### src/rtl/core/fsla_pkg.sv
package fsla_pkg;

  localparam int INDEX_W    = 10;
  localparam int CAP_W      = 11;
  localparam int LINES_W    = 7;
  localparam int OFFSET_W   = 22;
  localparam int CFG_IDX_W  = 1;
  localparam int CFG_DATA_W = 11;

  localparam logic [CAP_W-1:0]   CAP_RESET   = 11'd1024;
  localparam logic [LINES_W-1:0] LINES_RESET = 7'd1;

  localparam logic KIND_ALLOC = 1'b0;
  localparam logic KIND_FREE  = 1'b1;

  localparam logic [CFG_IDX_W-1:0] CFG_CAPACITY   = 1'b0;
  localparam logic [CFG_IDX_W-1:0] CFG_SLOT_LINES = 1'b1;

  typedef enum logic [1:0] {
    ST_GRANTED = 2'd0,
    ST_FULL    = 2'd1,
    ST_FREED   = 2'd2,
    ST_BAD     = 2'd3
  } status_t;

  // One chain link: the empty flag marks the end of the free chain.
  typedef struct packed {
    logic               empty;
    logic [INDEX_W-1:0] idx;
  } link_t;

  typedef struct packed {
    status_t            status;
    logic [INDEX_W-1:0] index;
  } result_t;

  typedef struct packed {
    logic             pop_pending;
    logic [CAP_W-1:0] fresh_count;
  } core_status_t;

endpackage

### src/rtl/core/fsla_alloc_core.sv
module fsla_alloc_core #(
  parameter int SLOTS = 1024,
  localparam int DEPTH = (SLOTS < 1024) ? SLOTS : 1024,
  localparam int AW = $clog2(DEPTH)
) (
  input  logic                                clk,
  input  logic                                rst_n,
  input  logic                                accept,
  input  logic                                kind,
  input  logic [fsla_pkg::INDEX_W-1:0]        slot_index,
  input  logic [fsla_pkg::CAP_W-1:0]          capacity,
  input  fsla_pkg::link_t                     rd_data,
  output logic                                mem_we,
  output logic [AW-1:0]                       mem_waddr,
  output fsla_pkg::link_t                     mem_wdata,
  output logic                                mem_re,
  output logic [AW-1:0]                       mem_raddr,
  output fsla_pkg::result_t                   result,
  output fsla_pkg::core_status_t              status
);
  import fsla_pkg::*;

  localparam logic [CAP_W-1:0] SLOTS_CAP = CAP_W'(DEPTH);

  link_t            head_r, head_nxt, head_eff;
  logic [CAP_W-1:0] fresh_r, fresh_nxt, cap_eff;
  logic             pend_r, pend_nxt;

  // After a pop, the new chain head arrives from the link store's read register in the following cycle.
  assign head_eff = pend_r ? rd_data : head_r;
  assign cap_eff  = (capacity > SLOTS_CAP) ? SLOTS_CAP : capacity;

  assign mem_raddr = head_eff.idx[AW-1:0];
  assign mem_waddr = slot_index[AW-1:0];
  assign mem_wdata = head_eff;

  always_comb begin
    head_nxt  = head_eff;
    fresh_nxt = fresh_r;
    pend_nxt  = 1'b0;
    mem_we    = 1'b0;
    mem_re    = 1'b0;
    result    = '{status: ST_FULL, index: '0};
    if (accept) begin
      if (kind == KIND_ALLOC) begin
        if (!head_eff.empty) begin
          result   = '{status: ST_GRANTED, index: head_eff.idx};
          mem_re   = 1'b1;
          pend_nxt = 1'b1;
        end else if (fresh_r < cap_eff) begin
          result    = '{status: ST_GRANTED, index: fresh_r[INDEX_W-1:0]};
          fresh_nxt = CAP_W'(fresh_r + 1'b1);
        end
      end else begin
        if ({1'b0, slot_index} < cap_eff) begin
          result   = '{status: ST_FREED, index: '0};
          mem_we   = 1'b1;
          head_nxt = '{empty: 1'b0, idx: slot_index};
        end else begin
          result = '{status: ST_BAD, index: '0};
        end
      end
    end
  end

  always_ff @(posedge clk) begin
    if (!rst_n) begin
      head_r  <= '{empty: 1'b1, idx: '1};
      fresh_r <= '0;
      pend_r  <= 1'b0;
    end else begin
      head_r  <= head_nxt;
      fresh_r <= fresh_nxt;
      pend_r  <= pend_nxt;
    end
  end

  assign status = '{pop_pending: pend_r, fresh_count: fresh_r};

endmodule

### config.mk
export PLATFORM = sky130hd
export DESIGN_NAME = fsla_alloc_core
export DESIGN_NICKNAME = d
export VERILOG_FILES = /design/src/rtl/core/fsla_pkg.sv /design/src/rtl/core/fsla_alloc_core.sv
export SDC_FILE = /design/constraint.sdc
export NUM_CORES = 1
export LEC_CHECK = 0
export ABC_AREA = 1
export BUFFER_PORTS_ARGS = -buffer_cell sky130_fd_sc_hd__buf_4
export CAP_MARGIN = 20
export CORE_MARGIN = 2
export CORE_UTILIZATION = 47
export DETAILED_ROUTE_END_ITERATION = 10
export HOLD_SLACK_MARGIN = 0.12
export PLACE_DENSITY = 0.88
export SLEW_MARGIN = 0
export SYNTH_ARGS = -nofsm -noshare
export SYNTH_HDL_FRONTEND = slang
export SYNTH_SLANG_ARGS = --single-unit
### constraint.sdc
create_clock -name clk -period 3 [get_ports clk]
set_input_delay 0.45 -clock clk [delete_from_list [all_inputs] [get_ports clk]]
set_output_delay 0.45 -clock clk [all_outputs]
set_load 0.02 [all_outputs]
==> flow_metrics.tcl <==
set metrics [dict create \
    status "complete, but fails checks" \
    violations "setup timing" \
    area_delta_synth_final_pct 43.1 \
    crit_path_start_kind "primary input" \
    drt.antenna.violating_nets 0 \
    rows 23 \
    grt.total_usage_pct 24.8 \
    synth-compound-area-share_pct 9.72 \
    fp.dieH_microns 69.2 \
    synthXorXnorAreaFrac_pct 3.95 \
    cts_buffers 3 \
    power_leakage_uw 0.00141 \
    slew_violations 0 \
    cts_max_level 1 \
    fin_nets 449 \
    reg2reg_depth 11 \
    yosys_warnings 0 \
    cts_tree "built" \
    relSlewSlack_pct 70.7 \
    critical_path_class "in2out" \
    holdBufCountCts 0 \
    yosys-top-cells-area "dfxtp_1 (23%), nand2_1 (20%), ha_1 (13%)" \
    dieArea_sq_mm 0.00478 \
    fill_cells 314 \
    wirelength_microns 6870 \
    gp_congestion 0.969 \
    portBuffers 92 \
    timing.final.crit_share_pct 100 \
    hold_class "in2reg" \
    synth_mux_area_share_pct 0 \
    syn_avg_cell_area_sq_um 6.42 \
    start_util_pct 49.2 \
    synth-seq-cells 23 \
    viasPerCell 5.51 \
    vdd_drop_max_mv 0.163 \
    ff_latch_area_sq_um 460 \
    hold_viol_final 0 \
    post_drt_wl_per_cell_microns 15.5 \
    synth_simple_gate_area_share_pct 35.5 \
    grt_max_degree 16 \
    synthesis.nets 367 \
    syn_inst 311 \
    fin_ws_ns -0.000455 \
    antenna_cells 0 \
    multiInputGateArea_sq_mm 0.00138 \
    grt_pass1_vias 2146 \
    worst_ep_arrival_time_ns 2.55 \
    io_pins 93 \
    power_density_mw_per_mm2 306 \
    root_buffer "clkbuf_8" \
    clkTransAtPathRegs_ns 0.08 \
    num_vias 2437 \
    drtPass1Iterations 5 \
    p_total_uw 875 \
    tightest_slew_ns 0.439 \
    drc_errors 0 \
    die_w_microns 69.2 \
    dpl.hpwl_microns 4930 \
    clock_latency_ns 0.26 \
    synth_top_area_share_pct 23.1 \
    syn_area_sq_mm 0.00200 \
    grt_pass1_wl_microns 9910 \
    min_path_cells 3 \
    required_ns 2.55 \
    yosysSeqAreaShare_pct 23.1 \
    yosys.area.top_type "dfxtp_1" \
    cts_sinks 23 \
    path_max_fanout 8 \
    finClkSkew_ns 0.00579 \
    maxCapViolCount 0 \
    dp_slack_ns -0.111 \
    core-area_sq_mm 0.00406 \
    detail_route.iter0.violations 273 \
    critPathCaptureType "output pin" \
    antenna_found_initial 0 \
    clock_path_buffers 2 \
    ys_types 23 \
    setup_violations 1 \
    synth_top_family_by_area "simple AND/OR/NAND/NOR gates" \
    grt.overflow.total 0 \
    synth_fa_ha_area_share_pct 12.5 \
    fmaxAchievable_ghz 0.333 \
    finalCriticalPeriod_ns 3.00 \
    drive_above_1_share_pct 36.2 \
]
==> critical path, stage by stage <==
cell	delay (ns)
buf_4	0.13
nor2_4	0.10
nand3_2	0.10
o21bai_4	0.27
nand2_2	0.14
ha_4	0.26
buf_4	0.13
a21oi_2	0.16
a21oi_2	0.09
nor2_4	0.18
nand3_2	0.18
o21ai_1	0.20
buf_4	0.17
==> worst paths after layout <==
check	startpoint	to	slack, ns
worst max-delay path	capacity[0]	result[6]	-0.0005
worst min-delay path	slot_index[5]	head_r[5]	0.45
worst max register to register	fresh_r[4]	fresh_r[2]	0.90
worst min register to register	fresh_r[10]	fresh_r[10]	0.53
==> registers in the layout, summed over array words and instances (netlist names) <==
register,flops
fresh_r,11
head_r,11
pend_r,1
==> metrics by stage <==
step	instance area, sq um	TNS [ns]	hold slack [ns]	utilization, %	std cells
final	2860	-0.000455	0.455	70.4	442
after global routing	2860	-0.606	0.475	70.4	442
after CTS	2670	0	0.458	65.7	434
after detailed placement	2610	-0.787	0.516	64.3	430
after global placement	2610	-0.000611	0.501	64.3	430
after floorplan	2000	0	0.526	-	311
==> area by class of cell <==
class	instances	share of cell area [%]
multi-input combinational	233	48.2
timing repair buffer	110	29.0
sequential	23	16.1
inverter	22	2.89
tap	50	2.19
clock buffer	4	1.58
==> placed cells by master (no fill, tap or decap), drive strengths merged <==
| master | n |
|---|---|
| nand2 | 105 |
| a21oi | 19 |
| dfxtp | 23 |
| xnor2 | 1 |
| xor2 | 8 |
| nand4 | 11 |
| nand3 | 28 |
| inv | 22 |
| o21bai | 2 |
| clkbuf | 4 |
| nor3 | 7 |
| nor2 | 18 |
| ha | 20 |
| o21ai | 13 |
| buf | 110 |
| o21a | 1 |
==> repair_timing <==
action,in CTS,in global routing
pin swaps,0,13
gates cloned,0,1
gates resized for setup,2,27
endpoints found under the setup margin,9,12
setup buffers,0,7
==> logic make-up (layout without fill, tap and decap cells) <==
family                     count (synthesis)  after routing
DFF                                       23             23
and+or+nand+nor                          168            169
adders and majority gates                 20             20
xor gates and xnor gates                   9              9
AOI/OAI and AO/OA                         35             35
buffers and inverters                     56            136
==> synth_stat cells <==
master / n
buf_4: 22
nand3_2: 1
inv_2: 2
buf_6: 1
ha_1: 20
nand2_1: 104
nor3_1: 7
o21bai_4: 1
buf_2: 3
o21bai_1: 1
clkbuf_1: 8
xnor2_1: 1
o21a_1: 1
xor2_1: 8
o21ai_1: 11
nand2_2: 1
nand3_1: 26
o21ai_0: 2
dfxtp_1: 23
a21oi_1: 19
nor2_1: 18
inv_1: 20
nand4_1: 11
==> power breakdown <==
group	switching, uW	leakage (uW)	total (uW)	internal, uW
Combinational	204	0.00120	352	148
Clock	98.2	0.0000228	193	94.8
Sequential	9.14	0.000188	329	320
Total	312	0.00141	875	563
==> metal layers <==
metal	global-route usage [%]	vias up	wire length, microns
met1	32.3	1083	2660
met5	0	-	0
li1	-	1161	-
met2	43.2	170	3340
met4	7.41	0	218
met3	2.49	23	650
Note: power is estimated with default switching activity, not from simulation.
