==> src/rtl/core/fsla_pkg.sv <==
package fsla_pkg;

  localparam int INDEX_W    = 10;
  localparam int CAP_W      = 11;
  localparam int LINES_W    = 7;
  localparam int OFFSET_W   = 22;
  localparam int CFG_IDX_W  = 1;
  localparam int CFG_DATA_W = 11;

  localparam logic [CAP_W-1:0]   CAP_RESET   = 11'd1024;
  localparam logic [LINES_W-1:0] LINES_RESET = 7'd1;

  localparam logic KIND_ALLOC = 1'b0;
  localparam logic KIND_FREE  = 1'b1;

  localparam logic [CFG_IDX_W-1:0] CFG_CAPACITY   = 1'b0;
  localparam logic [CFG_IDX_W-1:0] CFG_SLOT_LINES = 1'b1;

  typedef enum logic [1:0] {
    ST_GRANTED = 2'd0,
    ST_FULL    = 2'd1,
    ST_FREED   = 2'd2,
    ST_BAD     = 2'd3
  } status_t;

  // One chain link: the empty flag marks the end of the free chain.
  typedef struct packed {
    logic               empty;
    logic [INDEX_W-1:0] idx;
  } link_t;

  typedef struct packed {
    status_t            status;
    logic [INDEX_W-1:0] index;
  } result_t;

  typedef struct packed {
    logic             pop_pending;
    logic [CAP_W-1:0] fresh_count;
  } core_status_t;

endpackage

==> src/rtl/core/fsla_if.sv <==


interface fsla_out_if;
  import fsla_pkg::*;

  logic                valid;
  logic                ready;
  status_t             status;
  logic [INDEX_W-1:0]  granted_index;
  logic [OFFSET_W-1:0] byte_offset;

  modport source (output valid, output status, output granted_index, output byte_offset,
                  input ready);
  modport sink   (input valid, input status, input granted_index, input byte_offset,
                  output ready);
endinterface

==> src/rtl/core/fsla_out_stage.sv <==
module fsla_out_stage #(
  parameter int LINE_BYTES_LOG2 = 6
) (
  input  logic                         clk,
  input  logic                         rst_n,
  input  logic                         load,
  input  fsla_pkg::result_t            result,
  input  logic [fsla_pkg::LINES_W-1:0] slot_lines,
  output logic                         ready_in,
  fsla_out_if.source                   out_ch
);
  import fsla_pkg::*;

  localparam int PROD_W = INDEX_W + LINES_W;
  localparam int FULL_W = (PROD_W + LINE_BYTES_LOG2 > OFFSET_W) ?
                          (PROD_W + LINE_BYTES_LOG2) : OFFSET_W;

  logic                valid_r;
  status_t             status_r;
  logic [INDEX_W-1:0]  index_r;
  logic [OFFSET_W-1:0] offset_r, offset_nxt;
  logic [PROD_W-1:0]   prod;
  logic [FULL_W-1:0]   full;

  assign prod = PROD_W'(result.index) * PROD_W'(slot_lines);
  assign full = FULL_W'(prod) << LINE_BYTES_LOG2;
  assign offset_nxt = (result.status == ST_GRANTED) ? full[OFFSET_W-1:0] : '0;

  assign ready_in = !valid_r || out_ch.ready;

  always_ff @(posedge clk) begin
    if (!rst_n) begin
      valid_r <= 1'b0;
    end else if (ready_in) begin
      valid_r <= load;
    end
  end

  always_ff @(posedge clk) begin
    if (load && ready_in) begin
      status_r <= result.status;
      index_r  <= result.index;
      offset_r <= offset_nxt;
    end
  end

  assign out_ch.valid         = valid_r;
  assign out_ch.status        = status_r;
  assign out_ch.granted_index = index_r;
  assign out_ch.byte_offset   = offset_r;

endmodule

==> src/flat_wrapper.sv <==
// flat-port wrapper written by rule: the top's interface ports become plain ports
module fsla_out_stage_flat import fsla_pkg::*;
#(
  parameter int LINE_BYTES_LOG2 = 6
)
  (clk, rst_n, load, result, slot_lines, ready_in, out_ch_valid, out_ch_status, out_ch_granted_index, out_ch_byte_offset, out_ch_ready);
  fsla_out_if out_ch_i ();
  input  logic clk;
  input  logic rst_n;
  input  logic load;
  input  fsla_pkg::result_t result;
  input  logic [fsla_pkg::LINES_W-1:0] slot_lines;
  output logic ready_in;
  output wire logic [$bits(out_ch_i.valid)-1:0] out_ch_valid;
  output wire logic [$bits(out_ch_i.status)-1:0] out_ch_status;
  output wire logic [$bits(out_ch_i.granted_index)-1:0] out_ch_granted_index;
  output wire logic [$bits(out_ch_i.byte_offset)-1:0] out_ch_byte_offset;
  input wire logic [$bits(out_ch_i.ready)-1:0] out_ch_ready;
  assign out_ch_valid = out_ch_i.valid;
  assign out_ch_status = out_ch_i.status;
  assign out_ch_granted_index = out_ch_i.granted_index;
  assign out_ch_byte_offset = out_ch_i.byte_offset;
  assign out_ch_i.ready = out_ch_ready;
  fsla_out_stage #(.LINE_BYTES_LOG2(LINE_BYTES_LOG2)) u_core (.clk(clk), .rst_n(rst_n), .load(load), .result(result), .slot_lines(slot_lines), .ready_in(ready_in), .out_ch(out_ch_i));
endmodule
==> config.mk <==
export PLATFORM = sky130hd
export DESIGN_NAME = fsla_out_stage_flat
export DESIGN_NICKNAME = d
export VERILOG_FILES = /design/src/rtl/core/fsla_pkg.sv /design/src/rtl/core/fsla_if.sv /design/src/rtl/core/fsla_out_stage.sv /design/src/flat_wrapper.sv
export SDC_FILE = /design/constraint.sdc
export NUM_CORES = 1
export LEC_CHECK = 0
export ABC_AREA = 0
export BUFFER_PORTS_ARGS = -buffer_cell sky130_fd_sc_hd__buf_2
export CORE_MARGIN = 2
export CORE_UTILIZATION = 60
export DETAILED_ROUTE_END_ITERATION = 8
export HOLD_SLACK_MARGIN = 0.1
export PLACE_DENSITY = 0.85
export REMOVE_ABC_BUFFERS = 1
export SYNTH_ARGS = -nofsm -noshare
export SYNTH_HDL_FRONTEND = slang
export SYNTH_SLANG_ARGS = --single-unit
==> constraint.sdc <==
create_clock -name clk -period 10.7 [get_ports clk]
set_input_delay 1.07 -clock clk [delete_from_list [all_inputs] [get_ports clk]]
set_output_delay 1.07 -clock clk [all_outputs]
set_load 0.01 [all_outputs]
==> results of run 1 <==
-- flip-flops by register name (all words and copies together), names as in the netlist --
| name | count |
|---|---|
| u_core.out_ch.valid | 1 |
| u_core.out_ch.granted_index | 10 |
| u_core.out_ch.status | 2 |
| u_core.out_ch.byte_offset | 16 |
-- worst min-delay path by stage --
stage | start | endpoint | slack (ns) | depth (start not counted)
after detailed placement | u_core.out_ch.valid | u_core.out_ch.valid | 0.52 | 2
final | u_core.out_ch.valid | u_core.out_ch.valid | 0.52 | 2
after floorplan | u_core.out_ch.valid | u_core.out_ch.valid | 0.61 | 2
after global routing | u_core.out_ch.valid | u_core.out_ch.valid | 0.57 | 2
after CTS | u_core.out_ch.valid | u_core.out_ch.valid | 0.53 | 2
after global placement | u_core.out_ch.valid | u_core.out_ch.valid | 0.50 | 2
-- report_power, final --
| part | total (mW) | internal (mW) | switching [mW] | leakage, nW |
|---|---|---|---|---|
| Clock | 0.113 | 0.0687 | 0.0444 | 0.0528 |
| Sequential | 0.146 | 0.143 | 0.00251 | 0.284 |
| Combinational | 0.369 | 0.158 | 0.212 | 1.46 |
-- cell usage after synthesis, types with 2 or more instances --
cell	n
nand2_1	25
clkbuf_1	5
xnor2_1	8
buf_4	6
fa_1	38
o21ai_0	3
nor2_1	11
o21a_1	2
a21oi_1	11
o211ai_1	3
a31oi_1	2
inv_1	46
ha_1	33
nand3_1	4
xor2_1	5
and3_1	2
nand4_1	3
a21o_1	5
and2_1	53
o21bai_1	2
edfxtp_1	28
or2_2	2
-- critical path: cells and delay by family --
family | cells | cell delay [ns]
buffers and inverters | 5 | 0.36
AND/OR/NAND/NOR | 3 | 0.47
AO/OA/AOI/OAI | 3 | 0.76
adder cells (fa/ha/maj) | 5 | 2.41
-- through the flow --
stage	util	setup WS, ns	std cells	power, mW	hold WS, ns
floorplan	-	5.75	305	0.437	0.610
global placement	0.682	5.48	428	0.512	0.497
detailed placement	0.682	5.40	428	0.518	0.524
global route	0.703	5.50	436	0.691	0.575
finish	0.703	5.68	436	0.628	0.525
CTS	0.703	5.71	436	0.634	0.534
-- cells by family (layout without fill, tap and decap cells) --
kind of cell    after synthesis  after routing
compound gates               33             33
xor+xnor                     13             13
fa+ha+maj                    71             71
buf+inv                      57            107
flops                        29             29
mux                           1              1
other cells                   1              6
simple gates                106            106
-- layer usage --
layer / vias up / share of wire / track usage
met2: 71 / 0.50 / 0.368
met4: 0 / 0.014 / 0.0607
met3: 9 / 0.049 / 0.0329
met5: - / 0 / 0
met1: 1147 / 0.44 / 0.305
li1: 1107 / - / -
-- cell type report --
type	instances	area (um2)	area share
multi-input combinational	230	2120	0.586
timing repair buffer	53	268	0.0741
sequential	29	861	0.238
clock buffer	6	72.6	0.0201
clock inverter	2	33.8	0.00935
tap	70	87.6	0.0242
inverter	46	173	0.0478
==> flow_summary.ini, run 1 <==
[logic_synthesis]
synthTopCellsByArea = edfxtp_1, fa_1, ha_1, and2_1, inv_1
synthAdderAreaFrac = 0.367
synth_ff_type = edfxtp_1
synth_top_family_by_area = adder cells
ys_types = 36
synth_mux_area_frac = 0.00313
yosysWarnings = 0
yosysTopAreaCellShare = 0.263
ys_async_sr_fraction = 0
synth.avg_cell_area_um2 = 10.3
netlist_area_um2 = 3200
synth_edf_count = 28
synthCells = 311
synth_xor_area_frac = 0.0356
synth_area_leader_cell = edfxtp_1
ys_seq_area_frac = 0.269
synth-simple-area-share = 0.180
ys_ff_latch = 29
synth-compound-area-share = 0.0693

[worst_hold_path]
hp-class = flip-flop to flip-flop

[floorplan]
row_count = 26
pin_count = 59
die_w_um = 77.0
fp.dieH_um = 77.0
initial_utilization = 0.622
die_area_um2 = 5930
core_region_area_um2 = 5140

[clock_tree]
clock_latency_ns = 0.28
cts_resized = 0
clk_pin_slew_ns = 0.07
tritoncts = built
cts_setup_buffers = 0
cts_max_level = 2
cts_made_buffers = 5
cts_num_sinks = 29
cts_root_buffer = clkbuf_8
ctsHoldBuffers = 0
cts_buffer_depth = 2

[job]
drv_cap = 0

[grt]
first_global_vias = 2304
grt_first_pass_wirelength_um = 10500
antenna_found_initial = 0
grt_max_degree = 29
grt_overflow_total = 0
grt_use_total = 0.221

[placed_design]
place_area_um2 = 3510
routabilityCongestion = 0.812
dp_hpwl_um = 4750
io_buffers = 52

[setup_path]
rrSetupSlack_ns = 9.49
critPathSlowestCell = fa_1
r2r_end = u_core.out_ch.granted_index[2]
timing.rr.start = u_core.out_ch.valid
worstPathRequired_ns = 10.74
arrival_ns = 5.06
critPathLaunch = result[3]
cp_max_fo = 8
end_kind = flip-flop
rr_worst_depth = 3
cpPeakStageDelay_ns = 0.53
critPathLaunchType = primary input
endpoint = u_core.out_ch.byte_offset[20]
path_class = primary input to flip-flop
crit_chain = buf_2 -> and2_1 -> fa_1 -> inv_1 -> fa_1 -> inv_1 -> fa_1 -> inv_1 -> fa_1 -> inv_1 -> ha_1 -> a21o_1 -> a221oi_2 -> o21bai_1 -> nor3_1 -> nor3b_2

[sta]
rsz0062_at_grt = false
report.final.slew_viol_count = 0
hold_viol_final = 0
fmax_mhz = 199
skew_ns = 0.0124
fin_crit_sh = 0.469
setup_viol = 0
fin_tns_setup_ns = 0
min_period_ns = 5.02

[layout]
drive_above_1_share = 0.178
design_area_um2 = 3610
n_fill_cell = 420
layout_commonest_cell = and2_1
syn2layout_area_growth_pct = 13.0
num_antenna_cells = 0
layout_common_cells = and2_1, buf_2, inv_1, fa_1, ha_1
nets = 459

[routing]
drc = 0
wl_per_cell_um = 13.6
viasPerCell = 5.35
antenna_left = 0
dr.first_iter.drc_count = 122
wirelength_um = 5930
route.vias.total = 2334
dr.pass1.iters = 4

[outcome]
status = finished clean

[pwr]
peakVddDrop_mv = 0.158
leakagePower_nw = 1.80
p_per_area_nw_per_um2 = 174
No activity file was read; power rests on OpenSTA's default activity.
==> run 2, diff against run 1 <==
--- a/config.mk
+++ b/config.mk
@@ -8,10 +8,10 @@
 export ABC_AREA = 0
 export BUFFER_PORTS_ARGS = -buffer_cell sky130_fd_sc_hd__buf_2
 export CORE_MARGIN = 2
-export CORE_UTILIZATION = 60
+export CORE_UTILIZATION = 52
 export DETAILED_ROUTE_END_ITERATION = 8
 export HOLD_SLACK_MARGIN = 0.1
-export PLACE_DENSITY = 0.85
+export PLACE_DENSITY = 0.78
 export REMOVE_ABC_BUFFERS = 1
 export SYNTH_ARGS = -nofsm -noshare
 export SYNTH_HDL_FRONTEND = slang
==> constraint.sdc (replaced) <==
create_clock -name clk -period 4.4 [get_ports clk]
set_input_delay 0.44 -clock clk [delete_from_list [all_inputs] [get_ports clk]]
set_output_delay 0.44 -clock clk [all_outputs]
set_load 0.01 [all_outputs]
==> run 2 against run 1 <==
Compared with the run above:
- final cell count increased by 8.0%
- wire length increased by 14%
- clock skew increased by 0.0055 ns
- sequential share of layout area decreased by 1.4 points
- sequential power increased by 140%
- global-route usage increased by 0.80 points
- highest routed layer unchanged
- combinational power increased to 2.8 times the previous value
- count of clock-buffer cells in the layout increased by 2
- total power increased to 2.6 times the previous value
- critical endpoint unchanged
- critical path depth unchanged
==> flow_summary.ini, run 2 (same netlist as run 1, synthesis figures left out) <==
[setup_path]
path_class = primary input to flip-flop
timing.rr.start = u_core.out_ch.valid
arrival_ns = 4.26
crit_chain = buf_2 -> and2_1 -> fa_1 -> inv_1 -> fa_1 -> inv_1 -> fa_1 -> inv_1 -> fa_1 -> inv_1 -> ha_1 -> a21o_1 -> a221oi_2 -> o21bai_1 -> nor3_2 -> nor3b_2
end_kind = flip-flop
worstPathRequired_ns = 4.44
critPathSlowestCell = fa_1
cpPeakStageDelay_ns = 0.53
cp_max_fo = 5
rr_worst_depth = 3
r2r_end = u_core.out_ch.byte_offset[9]
rrSetupSlack_ns = 3.18
critPathLaunchType = primary input

[sta]
fin_crit_sh = 0.959
fin_tns_setup_ns = 0
whs_ns = 0.363
fmax_mhz = 237
report.final.slew_viol_count = 0
setup_slack_ns = 0.180
min_period_ns = 4.22
rsz0062_at_grt = false
setup_viol = 0
hold_viol_final = 0
skew_ns = 0.0179

[clock_tree]
clk_pin_slew_ns = 0.06
cts_num_sinks = 29
clock_latency_ns = 0.30
ctsHoldBuffers = 0
cts_max_level = 2
cts_made_buffers = 5
cts_buffer_depth = 2
tritoncts = built
cts_root_buffer = clkbuf_8

[floorplan]
pin_count = 59
row_count = 28
die_w_um = 82.4
die_area_um2 = 6790
fp.dieH_um = 82.4
core_region_area_um2 = 5920
initial_utilization = 0.540

[worst_hold_path]
min_path_cells = 1
worstHoldEndpoint = u_core.out_ch.status[1]
worstHoldStart = result[11]
hp-class = primary input to flip-flop

[layout]
final-seq-area_um2 = 861
syn2layout_area_growth_pct = 20.3
drive_above_1_share = 0.242
largest_reg_flops = 16
design_area_um2 = 3850
nets = 489
layout_common_cells = and2_1, buf_2, inv_1, fa_1, ha_1
layout_commonest_cell = and2_1
n_fill_cell = 491
multiInputGateArea_um2 = 2120
layout.cells.non_filler = 471
num_antenna_cells = 0

[grt]
antenna_found_initial = 0
grt_overflow_total = 0
grt_max_degree = 29
grt_use_total = 0.229
grt_first_pass_wirelength_um = 11400
first_global_vias = 2470

[outcome]
status = finished clean

[pwr]
power_frac_seq = 0.219
pwr-share-comb = 0.634
p_int_mw = 0.957
clock_power_share = 0.147
switching_share = 0.410
p_switching_mw = 0.665
leakagePower_nw = 1.94
p_per_area_nw_per_um2 = 422
peakVddDrop_mv = 0.199

[placed_design]
io_buffers = 52
dp_slack_ns = -0.190
place_area_um2 = 3750
place_inst = 463
dp_hpwl_um = 5520
routabilityCongestion = 0.901

[routing]
route.vias.total = 2438
dr.first_iter.drc_count = 91
wl_per_cell_um = 14.3
antenna_left = 0
drc = 0
wirelength_um = 6740
viasPerCell = 5.18
dr.pass1.iters = 5

[job]
drv_cap = 0
-- run 2: worst max-delay path by stage --
| stage | startpoint | end | slack, ns | cells past startpoint |
|---|---|---|---|---|
| final | slot_lines[3] | u_core.out_ch.byte_offset[20] | 0.18 | 16 |
| after global routing | result[3] | u_core.out_ch.byte_offset[18] | 0.009 | 15 |
| after CTS | result[3] | u_core.out_ch.byte_offset[20] | 0.10 | 16 |
| after detailed placement | result[3] | u_core.out_ch.byte_offset[20] | -0.19 | 16 |
| after global placement | result[3] | u_core.out_ch.byte_offset[20] | -0.1 | 16 |
| after floorplan | result[3] | u_core.out_ch.byte_offset[20] | 0.08 | 15 |
-- run 2: stage by stage --
step | power [mW] | utilization
final | 1.62 | 0.650
after global routing | 1.79 | 0.650
after CTS | 1.63 | 0.649
after detailed placement | 1.39 | 0.634
after global placement | 1.36 | 0.634
after floorplan | 1.06 | -
-- run 2: what timing repair did --
action | 4_1_cts | 5_1_grt
gates resized for setup | 0 | 1
endpoints found under the setup margin | 0 | 1
buffers inserted | 0 | 0
-- run 2: power groups by stage --
stage	combinational (mW)	sequential (mW)	clock (mW)
2_1_floorplan	0.682	0.381	0
3_3_place_gp	0.995	0.361	0
3_5_place_dp	1.02	0.361	0
4_1_cts	1.04	0.355	0.244
5_1_grt	1.17	0.359	0.256
6_report	1.03	0.355	0.239
-- run 2: per-layer routing --
metal	up-vias	wire length (um)	track usage
met3	10	322	0.0457
met2	64	3470	0.392
li1	1162	-	-
met4	0	126	0.0783
met5	-	0	0
met1	1202	2830	0.289
-- run 2: area by class of cell --
type,instances,share of cell area
well taps,75,0.0244
repair buffers,83,0.131
flip-flops and latches,29,0.224
clock buffers,8,0.0234
multi-input cells,230,0.552
inverters,46,0.0449
-- run 2: critical path: cells and delay by family --
family	cells	cell delay, ns
AOI/OAI and AO/OA	3	0.70
adders and majority gates	5	2.41
buffers and inverters	5	0.33
and+or+nand+nor	3	0.38
